--- src/hw/rtl/assert_macros.svh ---
// assertion macros for the rle frame renderer, included by its datapath
`ifndef ASSERT_MACROS_SVH
`define ASSERT_MACROS_SVH

// same-cycle implication, uses clk and rst_n of the enclosing module
`define RFR_ASSERT_IMP(label, ante, cons) \
    label: assert property (@(posedge clk) disable iff (!rst_n) (ante) |-> (cons)) \
        else $error("rfr assertion failed");

// next-cycle implication, uses clk and rst_n of the enclosing module
`define RFR_ASSERT_NXT(label, ante, cons) \
    label: assert property (@(posedge clk) disable iff (!rst_n) (ante) |=> (cons)) \
        else $error("rfr assertion failed");

`endif

--- src/hw/rtl/rfr_pkg.sv ---
// types and constants of the rle frame renderer
package rfr_pkg;

    localparam int ADDR_W      = 10;
    localparam int COUNT_W     = 14;
    localparam int RUN_W       = 15;
    localparam int MAX_RESULTS = 32;

    // request codes
    localparam logic CMD_PUSH = 1'b0;
    localparam logic CMD_READ = 1'b1;

    // result kinds
    localparam logic KIND_RECORD = 1'b0;
    localparam logic KIND_READ   = 1'b1;

    // escape bytes
    localparam logic [7:0] ESC_DARK  = 8'h55;
    localparam logic [7:0] ESC_LIGHT = 8'haa;

    // hue wheel
    localparam logic [10:0] HUE_STEP   = 11'd6;
    localparam logic [10:0] HUE_PERIOD = 11'd768;

    // reciprocals: ceil(2^24/50) and ceil(2^24/255)
    localparam logic [18:0] RECIP_50  = 19'd335545;
    localparam logic [16:0] RECIP_255 = 17'd65794;
    localparam logic [7:0]  LED_MAX   = 8'd255;

    typedef struct packed {
        logic                cmd;
        logic [7:0]          stream_byte;
        logic [ADDR_W-1:0]   read_address;
    } in_item_t;

    typedef struct packed {
        logic                result_kind;
        logic [7:0]          read_byte;
        logic [COUNT_W-1:0]  pixel_count;
        logic [COUNT_W-1:0]  motion;
        logic [7:0]          led_red;
        logic [7:0]          led_green;
        logic [7:0]          led_blue;
        logic                last;
    } out_item_t;

    // controller to datapath
    typedef struct packed {
        logic load;
        logic decode;
        logic rmw;
        logic advance;
        logic fin1;
        logic fin2;
        logic fin3;
        logic fin4;
        logic fin5;
        logic hold;
        logic wipe;
        logic wipe_all;
        logic flush;
        logic rd_shown;
        logic send_read;
    } ctl_cmd_t;

    // datapath to controller
    typedef struct packed {
        logic is_read;
        logic draw_start;
        logic bit_set;
        logic frame_end;
        logic item_done;
        logic more;
        logic hold_ok;
        logic wipe_done;
        logic out_free;
        logic held_valid;
    } dp_status_t;

endpackage

--- src/hw/rtl/rfr_ctrl.sv ---
// sequencing state machine of the rle frame renderer
module rfr_ctrl (
    input  logic               clk,
    input  logic               rst_n,
    input  logic               item_valid,
    output logic               item_ready,
    output rfr_pkg::ctl_cmd_t  ctl,
    input  rfr_pkg::dp_status_t sts
);
    import rfr_pkg::*;

    localparam logic [3:0] S_CLEAR  = 4'd0;
    localparam logic [3:0] S_IDLE   = 4'd1;
    localparam logic [3:0] S_DECODE = 4'd2;
    localparam logic [3:0] S_BIT    = 4'd3;
    localparam logic [3:0] S_RMW    = 4'd4;
    localparam logic [3:0] S_FIN1   = 4'd5;
    localparam logic [3:0] S_FIN2   = 4'd6;
    localparam logic [3:0] S_FIN3   = 4'd7;
    localparam logic [3:0] S_FIN4   = 4'd8;
    localparam logic [3:0] S_FIN5   = 4'd9;
    localparam logic [3:0] S_HOLD   = 4'd10;
    localparam logic [3:0] S_WIPE   = 4'd11;
    localparam logic [3:0] S_END    = 4'd12;
    localparam logic [3:0] S_RDATA  = 4'd13;

    logic [3:0] state_reg;
    logic [3:0] state_next;
    logic [3:0] adv_state;

    // where drawing goes after one pixel bit
    always_comb
    begin
        if (sts.frame_end)
        begin
            adv_state = S_FIN1;
        end
        else if (sts.item_done)
        begin
            adv_state = S_END;
        end
        else
        begin
            adv_state = S_BIT;
        end
    end

    // next state and commands
    always_comb
    begin
        ctl        = '0;
        state_next = state_reg;
        case (state_reg)
            S_CLEAR:
            begin
                ctl.wipe     = 1'b1;
                ctl.wipe_all = 1'b1;
                if (sts.wipe_done)
                begin
                    state_next = S_IDLE;
                end
            end
            S_IDLE:
            begin
                ctl.load = item_valid;
                if (item_valid)
                begin
                    state_next = S_DECODE;
                end
            end
            S_DECODE:
            begin
                if (sts.is_read)
                begin
                    ctl.rd_shown = 1'b1;
                    state_next   = S_RDATA;
                end
                else
                begin
                    ctl.decode = 1'b1;
                    state_next = sts.draw_start ? S_BIT : S_END;
                end
            end
            S_BIT:
            begin
                if (sts.bit_set)
                begin
                    state_next = S_RMW;
                end
                else
                begin
                    ctl.advance = 1'b1;
                    state_next  = adv_state;
                end
            end
            S_RMW:
            begin
                ctl.rmw     = 1'b1;
                ctl.advance = 1'b1;
                state_next  = adv_state;
            end
            S_FIN1:
            begin
                ctl.fin1   = 1'b1;
                state_next = S_FIN2;
            end
            S_FIN2:
            begin
                ctl.fin2   = 1'b1;
                state_next = S_FIN3;
            end
            S_FIN3:
            begin
                ctl.fin3   = 1'b1;
                state_next = S_FIN4;
            end
            S_FIN4:
            begin
                ctl.fin4   = 1'b1;
                state_next = S_FIN5;
            end
            S_FIN5:
            begin
                ctl.fin5   = 1'b1;
                state_next = S_HOLD;
            end
            S_HOLD:
            begin
                ctl.hold = 1'b1;
                if (sts.hold_ok)
                begin
                    state_next = S_WIPE;
                end
            end
            S_WIPE:
            begin
                ctl.wipe = 1'b1;
                if (sts.wipe_done)
                begin
                    state_next = sts.more ? S_BIT : S_END;
                end
            end
            S_END:
            begin
                ctl.flush = 1'b1;
                if (!sts.held_valid || sts.out_free)
                begin
                    state_next = S_IDLE;
                end
            end
            S_RDATA:
            begin
                ctl.send_read = 1'b1;
                if (sts.out_free)
                begin
                    state_next = S_IDLE;
                end
            end
            default:
            begin
                state_next = S_IDLE;
            end
        endcase
    end

    // state register
    always_ff @(posedge clk or negedge rst_n)
    begin
        if (!rst_n)
        begin
            state_reg <= S_CLEAR;
        end
        else
        begin
            state_reg <= state_next;
        end
    end

    assign item_ready = (state_reg == S_IDLE);
endmodule

--- config.mk ---
export PLATFORM = sky130hd
export DESIGN_NAME = rfr_ctrl
export DESIGN_NICKNAME = d
export VERILOG_FILES = /design/src/hw/rtl/assert_macros.svh /design/src/hw/rtl/rfr_pkg.sv /design/src/hw/rtl/rfr_ctrl.sv
export SDC_FILE = /design/constraint.sdc
export NUM_CORES = 1
export LEC_CHECK = 0
export ABC_CLOCK_PERIOD_IN_PS = 5150
export BUFFER_PORTS_ARGS = -buffer_cell sky130_fd_sc_hd__buf_2
export CORE_MARGIN = 2
export CORE_UTILIZATION = 48
export DETAILED_ROUTE_END_ITERATION = 16
export PLACE_DENSITY = 0.81
export SLEW_MARGIN = 10
export SYNTH_ARGS = -nofsm -noshare
export SYNTH_HDL_FRONTEND = slang
export SYNTH_SLANG_ARGS = --single-unit
--- constraint.sdc ---
create_clock -name clk -period 5.15 [get_ports clk]
set_clock_uncertainty 0.1 [all_clocks]
set_input_delay 0.515 -clock clk [delete_from_list [all_inputs] [get_ports clk]]
set_output_delay 0.515 -clock clk [all_outputs]
set_load 0.01 [all_outputs]
Word level (Yosys, flattened, before mapping)

Index checks and enable logic that the tools add are counted.

Output and inout bits: 16
Input port bits: 13
Register bits: 4
Logic and storage cells: 56

Muxes and demuxes: 31
Reductions and logical operators: 5
Eq/ne operators: 19

Operators by type and width:

| cell                                                 | number |
|---|---|
| one-hot mux 4 bit (14 select lines)                  | 1 |
| 2-to-1 mux 4 bit                                     | 12 |
| equality test 4 bit (second input constant)          | 6 |
| 2-to-1 mux 1 bit                                     | 17 |
| equality test 4 x 3 -> 1 bit (second input constant) | 4 |
| != test 2 bit (second input constant)                | 6 |
| equality test 4 x 2 -> 1 bit (second input constant) | 2 |
| AND reduction 6 bit                                  | 1 |
| equality test 4 x 1 -> 1 bit (second input constant) | 1 |
| zero test 4 bit                                      | 1 |
| one-hot mux 1 bit (2 select lines)                   | 1 |
| OR reduction 2 bit                                   | 1 |
| zero test 1 bit                                      | 1 |
| logical OR 1 bit                                     | 1 |

Longest topological paths before layout

Gate-level depths: netlist of the first run.

Depth in word-level cells: 4
Depth in mapped cells: 7
Mapped depth without buffers: 6

Worst setup path after synthesis of the first run

Ideal clock, no wire load.

Path type: register to output
Start: register state_reg[2]
End: output ctl[11] in the netlist's numbering
Arrival time: 1.248 ns
Path buffers: 0
Slack: 3.287 ns
Data required time: 4.535 ns
Cell stages (with the launch flop): 6
Cell sequence: dfrtp_1 inv_1 ha_1 nand3_1 a2bb2oi_1 a21oi_1

RTL lines:

| item                   | line            | source |
|---|---|---|
| from (decl)            | rfr_ctrl.sv:27  | `logic [3:0] state_reg;` |
| from (signal assigned) | rfr_ctrl.sv:175 | `state_reg <= state_next;` |
| to (decl)              | rfr_ctrl.sv:7   | `output rfr_pkg::ctl_cmd_t ctl,` |

==> run metrics, run 1 <==
synth unique cells=37; antenna cell count=0; Design Area, Final=795 um^2; max FFs per register=4; die area=1680 um^2; first-pass GRT wire length=2.59 mm; GRT Max-Usage Layer=met2; Post-Syn Area per Cell=7.74 um^2; asr flop ratio synth=100%; crit path kind=flop to output port; CP Capture Point=ctl[11]; initial drt markers=12; Crit Path Max Fanout=24; Initial Util=51.2%; Worst Hold Class=flop to flop; net count reported at finish=132; layout cells sized above 1=32.1%; status=finished clean; area growth from synthesis to layout=20.7%; maximum clock frequency=412 MHz; Port Buf Inserts=28; met1 Resource Use GR=29.3%; fin crit period=2.43 ns; Placed Area=762 um^2; Worst R2R Path Depth=4; Clock Latency Late Sink=0.26 ns; Tcrit/Tclk final=47.2%; CTS tree=yes; register area share after synthesis=15.2%; EDFF count, synth=0; routed vias/inst=5.79; Gate Count Post-Synth=85; setup TNS=0 ns; Core Area=1280 um^2; setup bufs post-CTS=0; vias in the first global route=603; antenna violations before repair=0; I/O pin count=29; Power Internal=184 uW; area of the mapped netlist=658 um^2; die width=41.0 um; Longest Clk Path Bufs=2; power per cell area=462 nW/um^2; Slew Viols, Final=0; # clock sinks=4; WP data arrival=1.81 ns; Post-DRT Antenna Nets=0; M3 GR Usage=8.15%; clock power share=11.6%; yosys warns=0; Flop pwr share=22.8%; number of H-tree levels=1; Die Y=41.0 um; cts bufs inserted=3; clock root buffer=clkbuf_4; CP endpoint kind=output port; reg2reg end=state_reg[3]; via count=735; gr ovfl total=0; Setup crit start=state_reg[1]; max-cap viol count=0; reg2reg start=state_reg[1]; gpl congestion=0.835; Psw=183 uW; Post-Layout Cell Count=127; crit path launch type=flop; CP Data Required Time=4.53 ns; clk slew on worst S/H paths=0.05 ns; switching share of power=49.9%; Seq cells post-synth=4; leakage power=0.407 nW; Total Routing Usage GR=25.2%; cts hold-fix bufs=1; dpl hpwl=1.26 mm; Inst Count DP=123; pin count of the biggest net entering global routing=25; post-CTS resize count=0; Comb power frac=65.6%; RSZ-0062 raised after global routing=no; Synth Flop Type=dfrtp_1; reg-to-reg setup timing slack=3.13 ns; WL per Instance=13.5 um; syn_nets=103; First-pass DRT Iterations=4; VDD IR-drop max=265 uV; final hold violation count=0; DRT Wirelength=1.72 mm; # setup viols final=0; DRC viols=0; row cnt=13; worst-margin pin slew=0.703 ns; Slew Limit Headroom=53.1%; GRT met2 Usage=39.8%
[power by group through the flow]
stage          Sequential (mW)  Combinational [mW]  Clock (mW)
2_1_floorplan           0.0531               0.221           0
3_3_place_gp            0.0819               0.235           0
3_5_place_dp            0.0820               0.238           0
4_1_cts                 0.0810               0.240      0.0438
5_1_grt                 0.0877               0.268      0.0472
6_report                0.0837               0.241      0.0428
[layer usage]
| layer | vias up | part of all wire (%) |
|---|---|---|
| li1 | 366 | - |
| met1 | 339 | 46 |
| met2 | 26 | 47 |
| met3 | 4 | 5.2 |
| met4 | 0 | 1.9 |
| met5 | - | 0 |
[layout make-up]
type	count	area, um^2
fill	130	490
multi-input combinational	70	480
timing repair buffer	29	150
sequential	4	100
clock buffer	3	22.5
inverter	6	22.5
tap	15	18.8
[per-stage QoR]
step | setup WS [ns] | hold WS, ns | power (mW) | util [%]
after global routing | 2.60 | 0.510 | 0.403 | 61.8
after global placement | 3.10 | 0.220 | 0.317 | 59.3
after floorplan | 3.29 | 0.119 | 0.274 | -
after detailed placement | 3.03 | 0.223 | 0.320 | 59.3
final | 2.72 | 0.484 | 0.367 | 61.8
after CTS | 2.76 | 0.486 | 0.364 | 61.8
[kinds of logic (layout without fill, tap and decap cells)]
logic type / count (synthesis) / in the layout / synth area share, %
simple gates: 41 / 41 / 36.3
compound gates: 23 / 23 / 25.7
buf+inv: 11 / 38 / 11.8
fa+ha+maj: 5 / 5 / 9.51
flops: 4 / 4 / 15.2
mux: 1 / 1 / 1.52
[cell usage after synthesis (2+ instances only)]
library cell	instances	area, um^2
nand3b_1	3	22.5
a21oi_1	4	20.0
nand2_1	4	15.0
or2_2	2	12.5
and2_1	8	50.1
ha_1	5	62.6
dfrtp_1	4	100
buf_6	2	22.5
o22ai_1	2	12.5
inv_1	6	22.5
o21ai_0	2	10.0
nand3_1	3	15.0
a22o_1	3	26.3
o211ai_1	3	22.5
nor2_1	7	26.3
and3_1	2	12.5
nor3_1	3	15.0
nand2b_1	2	12.5
clkbuf_8	2	27.5
[worst min-delay path by stage]
stage                 start            to  slack (ns)  cells past startpoint
2_1_floorplan         rst_n  state_reg[0]        0.12                      0
3_3_place_gp          rst_n  state_reg[3]        0.22                      1
3_5_place_dp          rst_n  state_reg[0]        0.22                      1
4_1_cts               rst_n  state_reg[0]        0.49                      2
5_1_grt        state_reg[3]  state_reg[3]        0.51                      1
6_report       state_reg[3]  state_reg[3]        0.48                      1
[layout by cell type, fill, tap and decap left out, types with 2 or more instances in the layout]
master,synthesis,layout
buf_2,1,28
and2_1,8,8
nor2_1,7,7
inv_1,6,6
ha_1,5,5
nand2_1,4,4
a21oi_1,4,4
dfrtp_1,4,4
nor3_1,3,3
nand3b_1,3,3
nand3_1,3,3
o211ai_1,3,3
a22o_1,3,3
clkbuf_4,0,3
and3_1,2,2
nand2b_1,2,2
o22ai_1,2,2
o21ai_0,2,2
or2_2,2,2
[critical path, stage by stage, from the launching register on]
cell and delay (ns):
dfrtp_1 0.79, nor2_1 0.23, a2bb2oi_1 0.31, a21oi_1 0.07
buf_2 0.15
Note: power is estimated with default switching activity, not from simulation.
==> inputs of run 2 (changes only) <==
ABC_AREA = 1   (was default)
ABC_CLOCK_PERIOD_IN_PS = 2400   (was 5150)
CORE_UTILIZATION = 47   (was 48)
PLACE_DENSITY = 0.79   (was 0.81)
clock period = 2.4 ns   (was 5.15 ns; I/O delays follow)
==> run 2 against run 1 <==
Effect of this change:
- core utilization is 1.9 points higher
- hold slack worse by 0.23 ns
- first-iteration DRC count is 92% higher
- worst setup slack worse by 2.4 ns
- register-to-register slack worse by 2.4 ns
- count of clock-buffer cells in the layout stayed put
- via count is 12% higher
- cell count is 32% higher
- die area is 7.3% higher
- synthesized area is 5.9% higher
- sequential power is 100% higher
- sequential share of layout area is 0.97 points lower
- largest power group unchanged
==> run metrics, run 2 <==
post-CTS resize count=0 (unchanged); Total Routing Usage GR=19.5% (-5.7 points); CP most frequent cell=inv_1; dpl hpwl=1.38 mm (+9.8%); CP Data Required Time=2.06 ns (-2.47 ns); crit path kind=flop to output port; CP endpoint kind=output port; top-area cell type share of the netlist area=17.2% (+2.0 points); number of H-tree levels=1 (unchanged); Setup WS pre-CTS=0.541 ns (-2.49 ns); yosys warns=0 (unchanged); Slew Limit Headroom=68.0% (+15 points); Post-Layout Cell Count=168 (+32%); synth top area cells=nand2_1, inv_1, dfrtp_1, nand3_1, ha_1; Synth Flop Type=dfrtp_1; final hold violation count=0 (unchanged); Core Area=1350 um^2 (+5.1%); Flop pwr share=19.9% (-2.9 points); setup TNS=0 ns (unchanged); pin count of the biggest net entering global routing=11 (-56%); Setup crit start=state_reg[3]; antenna cell count=0 (unchanged); # clock sinks=4 (unchanged); setup bufs post-CTS=0 (unchanged); switching share of power=55.6% (+5.7 points); clock power share=9.5% (-2.1 points); most frequent cells in the layout=nand2_1, inv_1, buf_2; max FFs per register=4 (unchanged); Power Internal=374 uW (+100%); Synth top cells by count=nand2_1, inv_1, nor2_1, nand3_1; initial drt markers=23 (+11); most common cell after layout, fill and taps aside=nand2_1; WP data arrival=1.76 ns (-0.05 ns); I/O pin count=29 (unchanged); clock root buffer=clkbuf_4; cts bufs inserted=3 (unchanged); die width=42.5 um (+3.6%); Comb power frac=70.6% (+5.0 points); row cnt=13 (unchanged); via count=820 (+12%); gr ovfl total=0 (unchanged); reg2reg start=state_reg[3]; worst-margin pin slew=0.480 ns (-0.223 ns); Slew Viols, Final=0 (unchanged); clk slew on worst S/H paths=0.04 ns (about the same); layout cells sized above 1=28.1% (-4.0 points); RSZ-0062 raised after global routing=no; Seq cells post-synth=4 (unchanged); Die Y=42.5 um (+3.6%); Inst Count DP=164 (+33%); register area share after synthesis=14.4% (-0.85 points); CP max-delay cell=dfrtp_1; status=finished clean; CTS tree=yes; gpl congestion=0.877 (+5.1%); WL per Instance=9.60 um (-29%); Tcrit/Tclk final=87.6%; routed vias/inst=4.88 (-16%); asr flop ratio synth=100% (unchanged); max incr delay on CP=0.40 ns (-0.39 ns); maximum clock frequency=476 MHz; area of the mapped netlist=697 um^2 (+5.9%); Clock Latency Late Sink=0.23 ns (-0.03 ns); Psw=469 uW (+160%); Crit Path Max Fanout=7 (-71%); final worst setup slack=0.297 ns (-2.42 ns); Gate Count Post-Synth=124 (+46%); syn_nets=142 (+38%); synth unique cells=18 (-51%); Post-DRT Antenna Nets=0 (unchanged); DRC viols=0 (unchanged); cts hold-fix bufs=1 (unchanged); DRT Wirelength=1.61 mm (-6.3%); die area=1810 um^2 (+7.3%); Worst Hold Class=input pin to asynchronous set/reset pin; crit path launch type=flop; VDD IR-drop max=538 uV (+100%); First-pass DRT Iterations=4 (unchanged); Initial Util=51.6% (+0.40 points); antenna violations before repair=0 (unchanged); Port Buf Inserts=28 (unchanged); leakage power=0.630 nW (+55%); first-pass GRT wire length=2.75 mm (+6.1%); area leader, netlist=nand2_1; EDFF count, synth=0 (unchanged); max-cap viol count=0 (unchanged); net count reported at finish=173 (+31%); Longest Clk Path Bufs=2 (unchanged); Post-Syn Area per Cell=5.62 um^2 (-27%); power per cell area=978 nW/um^2 (+110%); fill count=149 (+15%); worst-path cell chain=inv_1 -> ha_1 -> inv_1 -> nor2_2 -> nand2_1 -> o21ai_2 -> o21ai_0 -> inv_1 -> buf_2; area growth from synthesis to layout=23.5%; fin crit period=2.10 ns; vias in the first global route=687 (+14%); # setup viols final=0 (unchanged); cell with the most instances after synthesis=nand2_1
run 2: changes by cell type in the layout (fill, tap and decap cells not counted), moves of 5 or more:
cell	change
and2_1	-8
inv_1	+23
nand2_1	+28
nand3_1	+10
nand4_1	+5
nor2_1	+7
run 2: cells by family (layout without fill, tap and decap cells):
family / Yosys count / in the layout / share of synthesized area, %
flip-flops: 4 / 4 / 14.4
AND/OR/NAND/NOR: 72 / 72 / 48.8
adder cells (fa/ha/maj): 5 / 5 / 8.98
AO/OA/AOI/OAI: 8 / 8 / 6.28
buffers and inverters: 35 / 64 / 21.5
run 2: metal layers:
| layer | GRT usage [%] | vias to the layer above | wire, um |
|---|---|---|---|
| li1 | - | 440 | - |
| met1 | 26.2 | 356 | 767 |
| met2 | 31.4 | 24 | 758 |
| met3 | 6.47 | 0 | 87 |
| met4 | 1.88 | 0 | 0 |
| met5 | 0 | - | 0 |
run 2: path summary, 6_finish.rpt:
path	end	slack [ns]	cells after the start
max	ctl[11]	0.30	9
min	state_reg[0]	0.25	2
max reg2reg	state_reg[3]	0.71	10
min reg2reg	state_reg[3]	0.45	2
max in group asynchronous	state_reg[3]	1.83	2
min in group clk	state_reg[2]	0.32	5
run 2: final cells by class:
type                    count  area, um^2  share of cell area, %
flip-flops and latches      4         100                   11.6
multi-input cells          85         447                   51.9
inverters                  32         123                   14.2
clock buffers               3        22.5                   2.62
repair buffers             29         150                   17.4
well taps                  15        18.8                   2.18
run 2: power groups by stage:
stage / sequential, mW / clock (mW) / combinational, mW
2_1_floorplan: 0.112 / 0 / 0.522
3_3_place_gp: 0.166 / 0 / 0.591
3_5_place_dp: 0.168 / 0 / 0.597
4_1_cts: 0.167 / 0.0837 / 0.600
5_1_grt: 0.174 / 0.0872 / 0.678
6_report: 0.168 / 0.0799 / 0.594
run 2: per-stage QoR:
| stage | cell area (um^2) | hold WS (ns) | util [%] | power, mW |
|---|---|---|---|---|
| 2_1_floorplan | 697 | -0.156 | - | 0.634 |
| 3_3_place_gp | 828 | -0.0509 | 61.4 | 0.757 |
| 3_5_place_dp | 828 | -0.0512 | 61.4 | 0.765 |
| 4_1_cts | 861 | 0.240 | 63.8 | 0.850 |
| 5_1_grt | 861 | 0.272 | 63.8 | 0.940 |
| 6_report | 861 | 0.250 | 63.8 | 0.842 |
run 2: critical path: cells and delay by family (launching register included):
kind	cells	cell delay, ns
AOI/OAI and AO/OA	2	0.19
adders and majority gates	1	0.31
buffers and inverters	4	0.38
and+or+nand+nor	2	0.26
DFF	1	0.40
==> inputs of run 3 (changes only) <==
ABC_AREA = default   (was 1)
CORE_UTILIZATION = 46   (was 47)
PLACE_DENSITY = 0.78   (was 0.79)
SLEW_MARGIN = 20   (was 10)
==> run 3 against run 2 <==
Effect of this change:
- power shrank 4.5%
- via count fell by 11%
- final area shrank 6.0%
- sequential share of layout area increased by 0.74 points
- critical path depth decreased by 3
- global-route usage fell by 0.58 points
- register-to-register slack got worse by 0.29 ns
- routed wire length down 1.2%
- highest routed layer is now met4
- hold slack lost 0.015 ns
- cell count shrank 23%
==> run metrics, run 3 (same netlist as run 1, synthesis figures left out) <==
Total Routing Usage GR=18.9% (-0.58 points); die area=1750 um^2 (-3.2%); fin crit period=2.08 ns (-0.0210 ns); gr ovfl total=0 (unchanged); number of H-tree levels=1 (unchanged); Inst Count DP=125 (-24%); DRT Wirelength=1.59 mm (-1.2%); crit path launch type=flop; CTS tree=yes; area growth from synthesis to layout=23.0%; crit-path leading delay family=flip-flops; Slew Viols, Final=0 (unchanged); CP bufs+invs=2 (-2); post-CTS resize count=0 (unchanged); Die Y=41.8 um (-1.6%); power per cell area=994 nW/um^2 (+1.6%); Core Area=1320 um^2 (-2.4%); antenna violations before repair=0 (unchanged); Tcrit/Tclk final=86.7% (-0.88 points); status=finished clean; setup bufs post-CTS=0 (unchanged); Crit Path Max Fanout=8 (+1); vias in the first global route=634 (-7.7%); maximum clock frequency=480 MHz (+1.0%); most common cell after layout, fill and taps aside=buf_2; row cnt=13 (unchanged); Post-DRT Antenna Nets=0 (unchanged); Clock Latency Late Sink=0.24 ns (about the same); antenna cell count=0 (unchanged); # clock sinks=4 (unchanged); most frequent cells in the layout=buf_2, and2_1, nor2_1; Post-Layout Cell Count=129 (-23%); layout cells sized above 1=33.3% (+5.2 points); final hold violation count=0 (unchanged); dpl hpwl=1.27 mm (-8.4%); RSZ-0062 raised after global routing=no; first-pass GRT wire length=2.62 mm (-4.8%); pin count of the biggest net entering global routing=21 (+10); Port Buf Inserts=28 (unchanged); fill count=133 (-11%); initial drt markers=8 (-65%); max FFs per register=4 (unchanged); worst-path cell chain=inv_1 -> ha_1 -> nand3_1 -> a2bb2oi_1 -> a21oi_1 -> buf_2; I/O pin count=29 (unchanged); max incr delay on CP=0.42 ns (+0.02 ns); clock root buffer=clkbuf_4; leakage power=0.417 nW (-34%); worst-margin pin slew=0.528 ns (+0.0483 ns); WL per Instance=12.3 um (+29%); Longest Clk Path Bufs=2 (unchanged); clk slew on worst S/H paths=0.04 ns (about the same); via count=729 (-11%); Worst Hold Class=input pin to asynchronous set/reset pin; WP data arrival=1.74 ns (-0.02 ns); cts bufs inserted=3 (unchanged); DRC viols=0 (unchanged); crit path kind=flop to output port; max-cap viol count=0 (unchanged); setup TNS=0 ns (unchanged); VDD IR-drop max=447 uV (-17%); CP endpoint kind=output port; # setup viols final=0 (unchanged); First-pass DRT Iterations=4 (unchanged); CP Data Required Time=2.06 ns (about the same); Initial Util=50.0% (-1.7 points); CP max-delay cell=dfrtp_1; reg-to-reg setup timing slack=0.42 ns (-0.29 ns); gpl congestion=0.863 (-1.7%); die width=41.8 um (-1.6%); net count reported at finish=134 (-23%); Slew Limit Headroom=64.8% (-3.2 points); routed vias/inst=5.65 (+16%)
run 3: repair_timing:
action / 4_1_cts / 5_1_grt
hold buffers: 1 / 0
setup endpoints to repair: 0 / 0
hold endpoints to repair: 4 / 0
run 3: through the flow:
stage	total power, mW	utilization (%)	cell area [um^2]	hold WS [ns]	setup slack [ns]
after detailed placement	0.713	59.0	777	-0.0495	0.449
final	0.804	61.4	810	0.235	0.318
after floorplan	0.588	-	658	-0.156	0.591
after global placement	0.705	59.0	777	-0.0497	0.483
after global routing	0.881	61.4	810	0.254	0.177
after CTS	0.801	61.4	810	0.240	0.351
run 3: path summary, 6_finish.rpt:
check | cells past startpoint | endpoint | startpoint
max | 6 | ctl[11] | state_reg[2]
min | 2 | state_reg[0] | rst_n
max reg2reg | 6 | state_reg[3] | state_reg[2]
min reg2reg | 1 | state_reg[3] | state_reg[3]
max in group asynchronous | 2 | state_reg[1] | rst_n
min in group clk | 4 | state_reg[2] | sts[7]
run 3: where the power goes:
part,internal [mW],switching (mW),leakage [nW],total (mW)
logic,0.265,0.285,0.351,0.551
registers,0.0924,0.0765,0.0519,0.169
clock network,0.0560,0.0286,0.0138,0.0846
total,0.414,0.391,0.417,0.804
run 3: layout make-up:
cell class | count | area [um^2] | area share (%)
repair buffers | 31 | 165 | 20.4
flip-flops and latches | 4 | 100 | 12.4
clock buffers | 3 | 22.5 | 2.78
well taps | 15 | 18.8 | 2.32
multi-input cells | 70 | 480 | 59.4
inverters | 6 | 22.5 | 2.78
run 3: metal layers:
metal / global-route usage (%) / wire length [um]
met1: 25.0 / 722
met2: 30.3 / 771
met3: 2.61 / 86
met4: 8.39 / 12
met5: 0 / 0
